--- config.mk ---
export PLATFORM = sky130hd
export DESIGN_NAME = text_tokenizer
export DESIGN_NICKNAME = d
export VERILOG_FILES = /design/src/hw/rtl/tt_pkg.sv /design/src/hw/rtl/tt_front.sv /design/src/hw/rtl/tt_queue.sv /design/src/hw/rtl/tt_back.sv /design/src/hw/rtl/text_tokenizer.sv
export SDC_FILE = /design/constraint.sdc
export NUM_CORES = 1
export LEC_CHECK = 0
export ABC_AREA = 0
export BUFFER_PORTS_ARGS = -buffer_cell sky130_fd_sc_hd__buf_4
export CAP_MARGIN = 20
export CORE_MARGIN = 8
export CORE_UTILIZATION = 49
export CTS_BUF_LIST = sky130_fd_sc_hd__clkbuf_2
export DETAILED_ROUTE_END_ITERATION = 12
export PLACE_DENSITY_LB_ADDON = 0.15
export SETUP_SLACK_MARGIN = 0.15
export SYNTH_ARGS = -nofsm -noshare
export SYNTH_HDL_FRONTEND = slang
export SYNTH_HIERARCHICAL = 1
export SYNTH_SLANG_ARGS = --single-unit
--- constraint.sdc ---
create_clock -name clk -period 2.7 [get_ports clk]
set_input_delay 0.54 -clock clk [delete_from_list [all_inputs] [get_ports clk]]
set_output_delay 0.54 -clock clk [all_outputs]
set_load 0.01 [all_outputs]
--- src/hw/rtl/tt_pkg.sv ---
package tt_pkg;

	typedef enum logic [2:0] {
		MODE_SKIP,
		MODE_SLASH,
		MODE_COMMENT,
		MODE_QUOTE,
		MODE_WORD,
		MODE_DONE
	} tt_mode_t;

	localparam logic [7:0] CH_SPACE = 8'h20;
	localparam logic [7:0] CH_SLASH = 8'h2F;
	localparam logic [7:0] CH_QUOTE = 8'h22;
	localparam logic [7:0] CH_NL    = 8'h0A;
	localparam logic [7:0] CH_NUL   = 8'h00;

	localparam int QDEPTH = 4;
	localparam int QAW    = $clog2(QDEPTH);

	// one queued job: an optional pending '/' beat, then the main beat
	typedef struct packed {
		logic       slash;
		logic [7:0] tbyte;
		logic       bval;
		logic       tend;
		logic       send;
	} tt_job_t;

	typedef struct packed {
		logic full;
		logic empty;
	} tt_qstat_t;

endpackage

--- src/hw/rtl/tt_front.sv ---
module tt_front (
	input  logic           clk,
	input  logic           arst_n,
	input  logic           accept,
	input  logic [7:0]     text_byte,
	input  logic           signed_chars,
	output logic           push,
	output tt_pkg::tt_job_t job
);
	import tt_pkg::*;

	tt_mode_t mode_q, mode_d;
	logic     blank;
	tt_job_t  word_job;
	logic     emit;

	assign blank = (text_byte <= CH_SPACE) || (signed_chars && text_byte[7]);

	// result of a byte that follows word characters or a pending slash
	always_comb begin
		word_job = '0;
		if (!blank) begin
			word_job.tbyte = text_byte;
			word_job.bval  = 1'b1;
		end else if (text_byte == CH_NUL) begin
			word_job.tend = 1'b1;
			word_job.send = 1'b1;
		end else begin
			word_job.tend = 1'b1;
		end
	end

	always_comb begin
		mode_d = mode_q;
		unique case (mode_q)
			MODE_SKIP: begin
				if (text_byte == CH_NUL)        mode_d = MODE_DONE;
				else if (blank)                 mode_d = MODE_SKIP;
				else if (text_byte == CH_SLASH) mode_d = MODE_SLASH;
				else if (text_byte == CH_QUOTE) mode_d = MODE_QUOTE;
				else                            mode_d = MODE_WORD;
			end
			MODE_SLASH, MODE_WORD: begin
				if (mode_q == MODE_SLASH && text_byte == CH_SLASH) mode_d = MODE_COMMENT;
				else if (!blank)                                  mode_d = MODE_WORD;
				else if (text_byte == CH_NUL)                     mode_d = MODE_DONE;
				else                                              mode_d = MODE_SKIP;
			end
			MODE_COMMENT: begin
				if (text_byte == CH_NUL)     mode_d = MODE_DONE;
				else if (text_byte == CH_NL) mode_d = MODE_SKIP;
			end
			MODE_QUOTE: begin
				if (text_byte == CH_NUL)        mode_d = MODE_DONE;
				else if (text_byte == CH_QUOTE) mode_d = MODE_SKIP;
			end
			default: mode_d = MODE_DONE;
		endcase
	end

	always_comb begin
		job  = '0;
		emit = 1'b0;
		unique case (mode_q)
			MODE_SKIP: begin
				if (text_byte == CH_NUL) begin
					emit     = 1'b1;
					job.send = 1'b1;
				end else if (!blank && text_byte != CH_SLASH && text_byte != CH_QUOTE) begin
					emit      = 1'b1;
					job.tbyte = text_byte;
					job.bval  = 1'b1;
				end
			end
			MODE_SLASH: begin
				if (text_byte != CH_SLASH) begin
					emit      = 1'b1;
					job       = word_job;
					job.slash = 1'b1;
				end
			end
			MODE_COMMENT: begin
				if (text_byte == CH_NUL) begin
					emit     = 1'b1;
					job.send = 1'b1;
				end
			end
			MODE_QUOTE: begin
				emit = 1'b1;
				if (text_byte == CH_NUL) begin
					job.tend = 1'b1;
					job.send = 1'b1;
				end else if (text_byte == CH_QUOTE) begin
					job.tend = 1'b1;
				end else begin
					job.tbyte = text_byte;
					job.bval  = 1'b1;
				end
			end
			MODE_WORD: begin
				emit = 1'b1;
				job  = word_job;
			end
			default: emit = 1'b0;
		endcase
	end

	assign push = accept && emit;

	always_ff @(posedge clk or negedge arst_n) begin
		if (!arst_n) begin
			mode_q <= MODE_SKIP;
		end else if (accept) begin
			mode_q <= mode_d;
		end
	end

endmodule

--- src/hw/rtl/tt_queue.sv ---
module tt_queue (
	input  logic              clk,
	input  logic              arst_n,
	input  logic              push,
	input  tt_pkg::tt_job_t   wr_job,
	input  logic              pop,
	output tt_pkg::tt_job_t   head,
	output tt_pkg::tt_qstat_t stat
);
	import tt_pkg::*;

	tt_job_t        mem_q [QDEPTH];
	logic [QAW-1:0] wr_ptr_q, rd_ptr_q;
	logic [QAW:0]   count_q;

	assign stat.full  = (count_q == (QAW+1)'(QDEPTH));
	assign stat.empty = (count_q == '0);
	assign head       = mem_q[rd_ptr_q];

	always_ff @(posedge clk) begin
		if (push) begin
			mem_q[wr_ptr_q] <= wr_job;
		end
	end

	always_ff @(posedge clk or negedge arst_n) begin
		if (!arst_n) begin
			wr_ptr_q <= '0;
			rd_ptr_q <= '0;
			count_q  <= '0;
		end else begin
			if (push) wr_ptr_q <= wr_ptr_q + 1'b1;
			if (pop)  rd_ptr_q <= rd_ptr_q + 1'b1;
			if (push && !pop)      count_q <= count_q + 1'b1;
			else if (pop && !push) count_q <= count_q - 1'b1;
		end
	end

`ifndef NO_ASSERTIONS
	a_count_range: assert property (@(posedge clk) disable iff (!arst_n)
		count_q <= (QAW+1)'(QDEPTH)) else $error("queue count out of range");
	a_no_overflow: assert property (@(posedge clk) disable iff (!arst_n)
		stat.full |-> !push) else $error("push into full queue");
	a_no_underflow: assert property (@(posedge clk) disable iff (!arst_n)
		stat.empty |-> !pop) else $error("pop from empty queue");
`endif

endmodule

--- src/hw/rtl/tt_back.sv ---
module tt_back (
	input  logic              clk,
	input  logic              arst_n,
	input  tt_pkg::tt_job_t   head,
	input  tt_pkg::tt_qstat_t stat,
	output logic              pop,
	output logic              m_tvalid,
	input  logic              m_tready,
	output logic [7:0]        m_tdata,
	output logic [2:0]        m_tuser,
	output logic              m_tlast
);
	import tt_pkg::*;

	logic phase_q;
	logic load;
	logic slash_beat;

	assign load       = (!m_tvalid || m_tready) && !stat.empty;
	assign slash_beat = head.slash && !phase_q;
	assign pop        = load && !slash_beat;

	always_ff @(posedge clk or negedge arst_n) begin
		if (!arst_n) begin
			m_tvalid <= 1'b0;
			phase_q  <= 1'b0;
		end else if (!m_tvalid || m_tready) begin
			m_tvalid <= !stat.empty;
			if (!stat.empty) phase_q <= slash_beat;
		end
	end

	always_ff @(posedge clk) begin
		if (load) begin
			if (slash_beat) begin
				m_tdata <= CH_SLASH;
				m_tuser <= 3'b001;
				m_tlast <= 1'b0;
			end else begin
				m_tdata <= head.tbyte;
				m_tuser <= {head.send, head.tend, head.bval};
				m_tlast <= 1'b1;
			end
		end
	end

`ifndef NO_ASSERTIONS
	a_phase_has_job: assert property (@(posedge clk) disable iff (!arst_n)
		phase_q |-> !stat.empty) else $error("slash phase without queued job");
	a_slash_then_main: assert property (@(posedge clk) disable iff (!arst_n)
		(m_tvalid && !m_tlast) |-> (m_tdata == CH_SLASH && m_tuser == 3'b001))
		else $error("non-final beat is not the pending slash");
	a_marks_only: assert property (@(posedge clk) disable iff (!arst_n)
		(m_tvalid && m_tuser[0]) |-> (m_tuser[2:1] == 2'b00))
		else $error("mark flags on a data beat");
`endif

endmodule

--- src/hw/rtl/text_tokenizer.sv ---
// text_tokenizer
// Input stream s_*: one text byte per beat in s_tdata; a zero byte ends the data.
// Output stream m_*: one beat per token byte or mark. m_tuser[0] flags a token
// byte in m_tdata, m_tuser[1] ends a token, m_tuser[2] ends the stream; m_tlast
// marks the final beat caused by one input byte.
// Config channel cfg_*: cfg_data is signed_chars (reset 1); when set, bytes
// 128..255 count as blanks. Write only while the block is idle.
// Throughput: one input byte per cycle while the job queue is not full. A byte
// that closes a lone '/' gives two output beats; a 4-entry job queue between
// the parser and the output register absorbs these and short receiver stalls.
// A result passes through the job queue and then the output register to m_*.
// When the receiver stalls, the queue fills and s_tready drops when it is full.
// Reset clears the parser to skip mode, empties the queue and the output beat.
module text_tokenizer (
	input  logic       clk,
	input  logic       arst_n,
	input  logic       s_tvalid,
	output logic       s_tready,
	input  logic [7:0] s_tdata,   // [7:0] text_byte
	output logic       m_tvalid,
	input  logic       m_tready,
	output logic [7:0] m_tdata,   // [7:0] token_byte
	output logic [2:0] m_tuser,   // [0] byte_valid, [1] token_end, [2] stream_end
	output logic       m_tlast,   // last_of_run
	input  logic       cfg_valid,
	output logic       cfg_ready,
	input  logic       cfg_data   // signed_chars
);
	import tt_pkg::*;

	logic      signed_q;
	logic      accept;
	logic      push;
	logic      pop;
	tt_job_t   job;
	tt_job_t   head;
	tt_qstat_t stat;

	assign cfg_ready = 1'b1;
	assign s_tready  = !stat.full;
	assign accept    = s_tvalid && s_tready;

	always_ff @(posedge clk or negedge arst_n) begin
		if (!arst_n) begin
			signed_q <= 1'b1;
		end else if (cfg_valid) begin
			signed_q <= cfg_data;
		end
	end

	tt_front u_front (
		.clk          (clk),
		.arst_n       (arst_n),
		.accept       (accept),
		.text_byte    (s_tdata),
		.signed_chars (signed_q),
		.push         (push),
		.job          (job)
	);

	tt_queue u_queue (
		.clk    (clk),
		.arst_n (arst_n),
		.push   (push),
		.wr_job (job),
		.pop    (pop),
		.head   (head),
		.stat   (stat)
	);

	tt_back u_back (
		.clk      (clk),
		.arst_n   (arst_n),
		.head     (head),
		.stat     (stat),
		.pop      (pop),
		.m_tvalid (m_tvalid),
		.m_tready (m_tready),
		.m_tdata  (m_tdata),
		.m_tuser  (m_tuser),
		.m_tlast  (m_tlast)
	);

endmodule

Word level (Yosys, flattened, before mapping)
Memory sizes are Yosys's and may differ from the RTL's.
Cells that the tools add are included.
Word-level totals
  flip-flop bits (word level): 25
  RAM bits: 48
  memories kept: 1
Memories
  u_queue.mem_q: words 4, bits a word 12, read ports 1, clocked after memory_dff 0, write ports 1, RTL line tt_queue.sv:12  | tt_job_t mem_q [QDEPTH];
Operators by class
  add/sub/neg operators: 4
  order comparisons: 1
  eq/ne operators: 12
  multiplexer cells: 35
  bitwise operators: 1
  reductions and logical operators: 30
Operators by type and width (count)
  $mux 9: 5
  $mux 3: 13
  $pmux 9 s4: 1
  $eq 8x6->1 const B: 2
  $ne 8x6->1 const B: 2
  $mux 12: 1
  $pmux 3 s4: 1
  $logic_and 1x1->1: 11
  $mux 1: 10
  $eq 8x4->1 const B: 1
  $le 8x6->1 const B: 1
  $logic_not 1->1: 8
  $logic_not 8->1: 1
  $eq 3x2->1 const B: 2
  $eq 3x3->1 const B: 2
  $logic_not 3->1: 2
  $ne 3x1->1 const B: 2
  $pmux 1 s3: 2
  $add 2x1->2 const B: 2
  $pmux 1 s4: 1
  $reduce_or 2->1: 2
  $add 3x1->3 const B: 1
  $eq 3x1->1 const B: 1
  $reduce_and 3->1: 1
  other kinds (7): 8

Depth between registers and ports, before layout
  depth in word-level cells: 13
  gate-level depth with buffers: 13
  mapped depth without buffers: 11

Modules after synthesis
Netlist, hierarchy kept.
Modules (own cells, without submodules)
  tt_queue: times used 1, cells an instance 97, area an instance 2153.3 um^2, seq. area each 1616.6 um^2
  tt_front: times used 1, cells an instance 98, area an instance 673.1 um^2, seq. area each 75.1 um^2
  tt_back: times used 1, cells an instance 34, area an instance 550.5 um^2, seq. area each 410.4 um^2
  text_tokenizer: times used 1, cells an instance 6, area an instance 62.6 um^2, seq. area each 26.3 um^2

Worst setup path before layout
No wires, ideal clock.
  path kind: in2reg
  start point: input port s_tdata[1]
  end point: register u_queue.count_q[1]
  data arrival time: 2.777 ns
  data required time: 2.575 ns
  slack: -0.202 ns
  stages: 9
  buffers on the path: 1
  cell sequence: buf_2 or4_1 o211ai_1 nand2_1 a41o_1 ha_1 inv_1 fa_1 mux2_2
On the way
  cells in the longest elaborated chain, start to end: 12
  elaborated cells between the ends (all ways): 19
  those cells by class: order compare: 1; eq/ne: 2; mux: 6; reduce/logical: 10
Ends and longest elaborated chain
  start: declaration: RTL line text_tokenizer.sv:19  | input logic [7:0] s_tdata,
  $le 8x6->1: RTL line tt_front.sv:17  | assign blank = (text_byte <= CH_SPACE) || (signed_chars && text_byte[7]);
  $logic_or 1x1->1: RTL line tt_front.sv:17
  $logic_not 1->1
  $logic_and 1x1->1 (2 in series): RTL line tt_front.sv:69  | end else if (!blank && text_byte != CH_SLASH && text_byte != CH_QUOTE) begin
  $mux 1: RTL line tt_front.sv:69
  $mux 1: RTL line tt_front.sv:66  | if (text_byte == CH_NUL) begin
  $pmux 1 s4 *: RTL line tt_front.sv:64  | unique case (mode_q)
  $logic_and 1x1->1 *: RTL line tt_front.sv:108  | assign push = accept && emit;
  net push: RTL line text_tokenizer.sv:33  | logic push;
  $logic_not 1->1: RTL line tt_queue.sv:35  | else if (pop && !push) count_q <= count_q - 1'b1;
  $logic_and 1x1->1: RTL line tt_queue.sv:35
  $reduce_bool 2->1 (no line)
  end signal: assignment: RTL line tt_queue.sv:34  | if (push && !pop) count_q <= count_q + 1'b1;
  end signal: assignment: RTL line tt_queue.sv:35
  end: declaration: RTL line tt_queue.sv:14  | logic [QAW:0] count_q;
Mark *: on every way through the listed nets, which the timed path passes. The rest lies on a longest branch.
A chain may end at the register's enable or synchronous reset.

==> run metrics <==
worst-path fanout max 3; outcome complete, no violations; number of buffers created by CTS 9; GPL Wtd Cong roughly 0.93; Clock Skews 0.0257 ns; # DRC 0; unrepaired setup endpoints after global routing no; width of the die 99.8 um; area post-placement about 4000 sq um; final worst-path cycle share between 80% and 90%; Rows 30; antenna violations before repair 0; achievable frequency about 430 MHz; Post-Layout Cell Count 396; num ports 29; crit path launch type flip-flop; placed cell count roughly 380; cell taking the most area after synthesis edfxtp_1; Total Die Area 9960 sq um; Total Neg Setup Slack 0 ns; Core Footprint around 6800 sq um; Initial Utilization about half; Lkg Pwr 1.61 nW; # H-tree levels 3; Netlist cell types between 50 and 60; mapped cell area about 3400 sq um; DR vias 2088; post-DP HPWL 4560 um; ys async rst share 17.8%; Crit path arrival time roughly 2.7 ns; Power Density slightly below 1000 nW/um^2; first-pass GRT wire length 10600 um; clock sink total 73; hold_ws between 0.2 and 0.25 ns; top cells by count, synth 60 x edfxtp_1, 17 x and2_1, 15 x nand2_1; slack of the worst reg-to-reg path ~0.36 ns; CP cell instances mux4_1 > nand2_4 > and2_1 > inv_1 > ha_2 > inv_2 > fa_1 > mux2_4; DR vias/cell 5.27; maximum VDD drop a little under 0.6 mV; flops & latches, synth 73; CP required a little over 3 ns; die span in y 99.8 um; vias in the first global route 2079; total grt overflow 0; Critical Path Slowest Stage Cell mux4_1; clock slew at reported path FFs roughly 0.20 ns; Cells after Synth 235; Port Buffers 27; final hold vios 0; largest net degree at the start of global routing 15; WL final between 6000 and 7000 um; Worst path max stage delay approximately 0.60 ns; hold path depth 2; clk_lat worst skew roughly 0.47 ns; crit path kind reg2reg; Worst-Margin Slew 0.510 ns; per-cell routed wire length 16.0 um; cells on worst reg2reg path 8; Root Buffer clkbuf_2; DR iter-0 viols 81; Worst Hold Class in2reg; ANT cells 0; cell with the most instances after synthesis edfxtp_1; TritonRoute pass-1 iters 4; syn_nets 255; Final Max Tran Viols 0; share of layout cells above drive strength 1 roughly a third; Finished Cell Area just over 4000 sq um; Syn Area/Cell between 10 and 15 sq um; Max Cap Viol 0; Max-slew headroom ~66%; Yosys top cell area share between 50% and 60%; Synthesis Warnings 6; sequential element share of the synthesized area a little over 60%; area growth from synthesis to layout 20.8%; ranking of synthesized cells by area edfxtp_1 52%, dfrtp_1 8.7%, mux4_2 5.2%, and2_1 3.1%, mux4_1 3.1%; Routed Antenna Nets 0; clk buf depth 2; Main synth FF type edfxtp_1; Post-synth EDFFs 60; CTS tree built; setup violators final 0; critical path endpoint category flip-flop; fin crit period 2.34 ns; total power approximately 4 mW; nets@finish around 320; GRT Total Usage between 10% and 20%
-- critical path, delay by kind of cell (launching register included) --
kind	cells	cell delay, ns
fa+ha+maj	2	0.59
simple gates	2	0.29
buf+inv	2	0.12
mux	2	0.87
flops	1	0.40
-- metal layers --
layer | part of all wire (%) | up-vias | global-route usage [%] | routed length [um]
li1 | - | 1010 | - | -
met1 | 42 | 1007 | 16.6 | 2660
met2 | 51 | 59 | 22.2 | 3210
met3 | 4.7 | 12 | 3.67 | 298
met4 | 2.5 | 0 | 7.80 | 161
met5 | 0 | - | 0 | 0
-- path summary, 6_finish.rpt --
path	to	start
worst max-delay path	u_queue/count_q[1]	u_queue/rd_ptr_q[0]
worst min-delay path	u_back/m_tvalid	m_tready
worst max register to register	u_queue/count_q[1]	u_queue/rd_ptr_q[0]
worst min register to register	u_queue/count_q[2]	u_queue/count_q[2]
max in group asynchronous	signed_q	arst_n
min in group asynchronous	u_front/mode_q[0]	arst_n
-- per-stage QoR --
stage | util, % | worst slack, ns
global route | 61.2 | 0.230
CTS | 60.9 | 0.305
floorplan | - | -0.110
detailed placement | 58.7 | -0.141
global placement | 58.7 | -0.143
finish | 61.2 | 0.356
-- cells by family after synthesis --
family / synth area share (%)
buf+inv: 4.07
simple gates: 12.0
compound gates: 7.49
fa+ha+maj: 2.40
mux: 10.3
flops: 61.9
xor+xnor: 1.78
other cells: 0.109
-- flip-flops by register name, indices dropped and copies added, names as in the netlist --
name	flops
u_back/m_tuser	3
u_back/phase_q	1
u_back/m_tvalid	1
u_queue/mem_q	48
u_queue/rd_ptr_q	2
u_front/mode_q	3
u_queue/count_q	3
u_back/m_tdata	8
signed_q	1
u_queue/wr_ptr_q	2
u_back/m_tlast	1
-- power by group --
group	internal [mW]	switching, mW	leakage, nW
sequential	1.65	0.131	0.714
combinational	0.794	0.734	0.816
clock	0.307	0.375	0.0799
-- cell usage in the layout, fill, tap and decap left out, types with 5 or more instances in the layout --
master    netlist  final
edfxtp_1       60     60
buf_4           1     59
and2_1         17     17
nand2_1        15     15
dfrtp_1        12     12
clkbuf_2        0      9
nand2b_1        9      9
inv_1           9      8
mux4_2          8      8
a21oi_1         7      7
o21ai_0         5      5
-- area by class of cell --
cell class	count	area, sq um
inverters	10	37.5
clock buffers	9	45.0
fillers	540	2640
well taps	96	120
flip-flops and latches	73	2130
multi-input cells	137	1200
repair buffers	64	533
clock inverters	7	93.8
-- timing repair --
| item | 4_1_cts | 5_1_grt |
|---|---|---|
| endpoints found under the setup margin | 0 | 1 |
| gates resized for setup | 0 | 2 |
| endpoints found under the hold margin | 12 | 0 |
| hold buffers | 1 | 0 |
| buffers inserted | 0 | 1 |
Note: power is estimated with default switching activity, not from simulation.
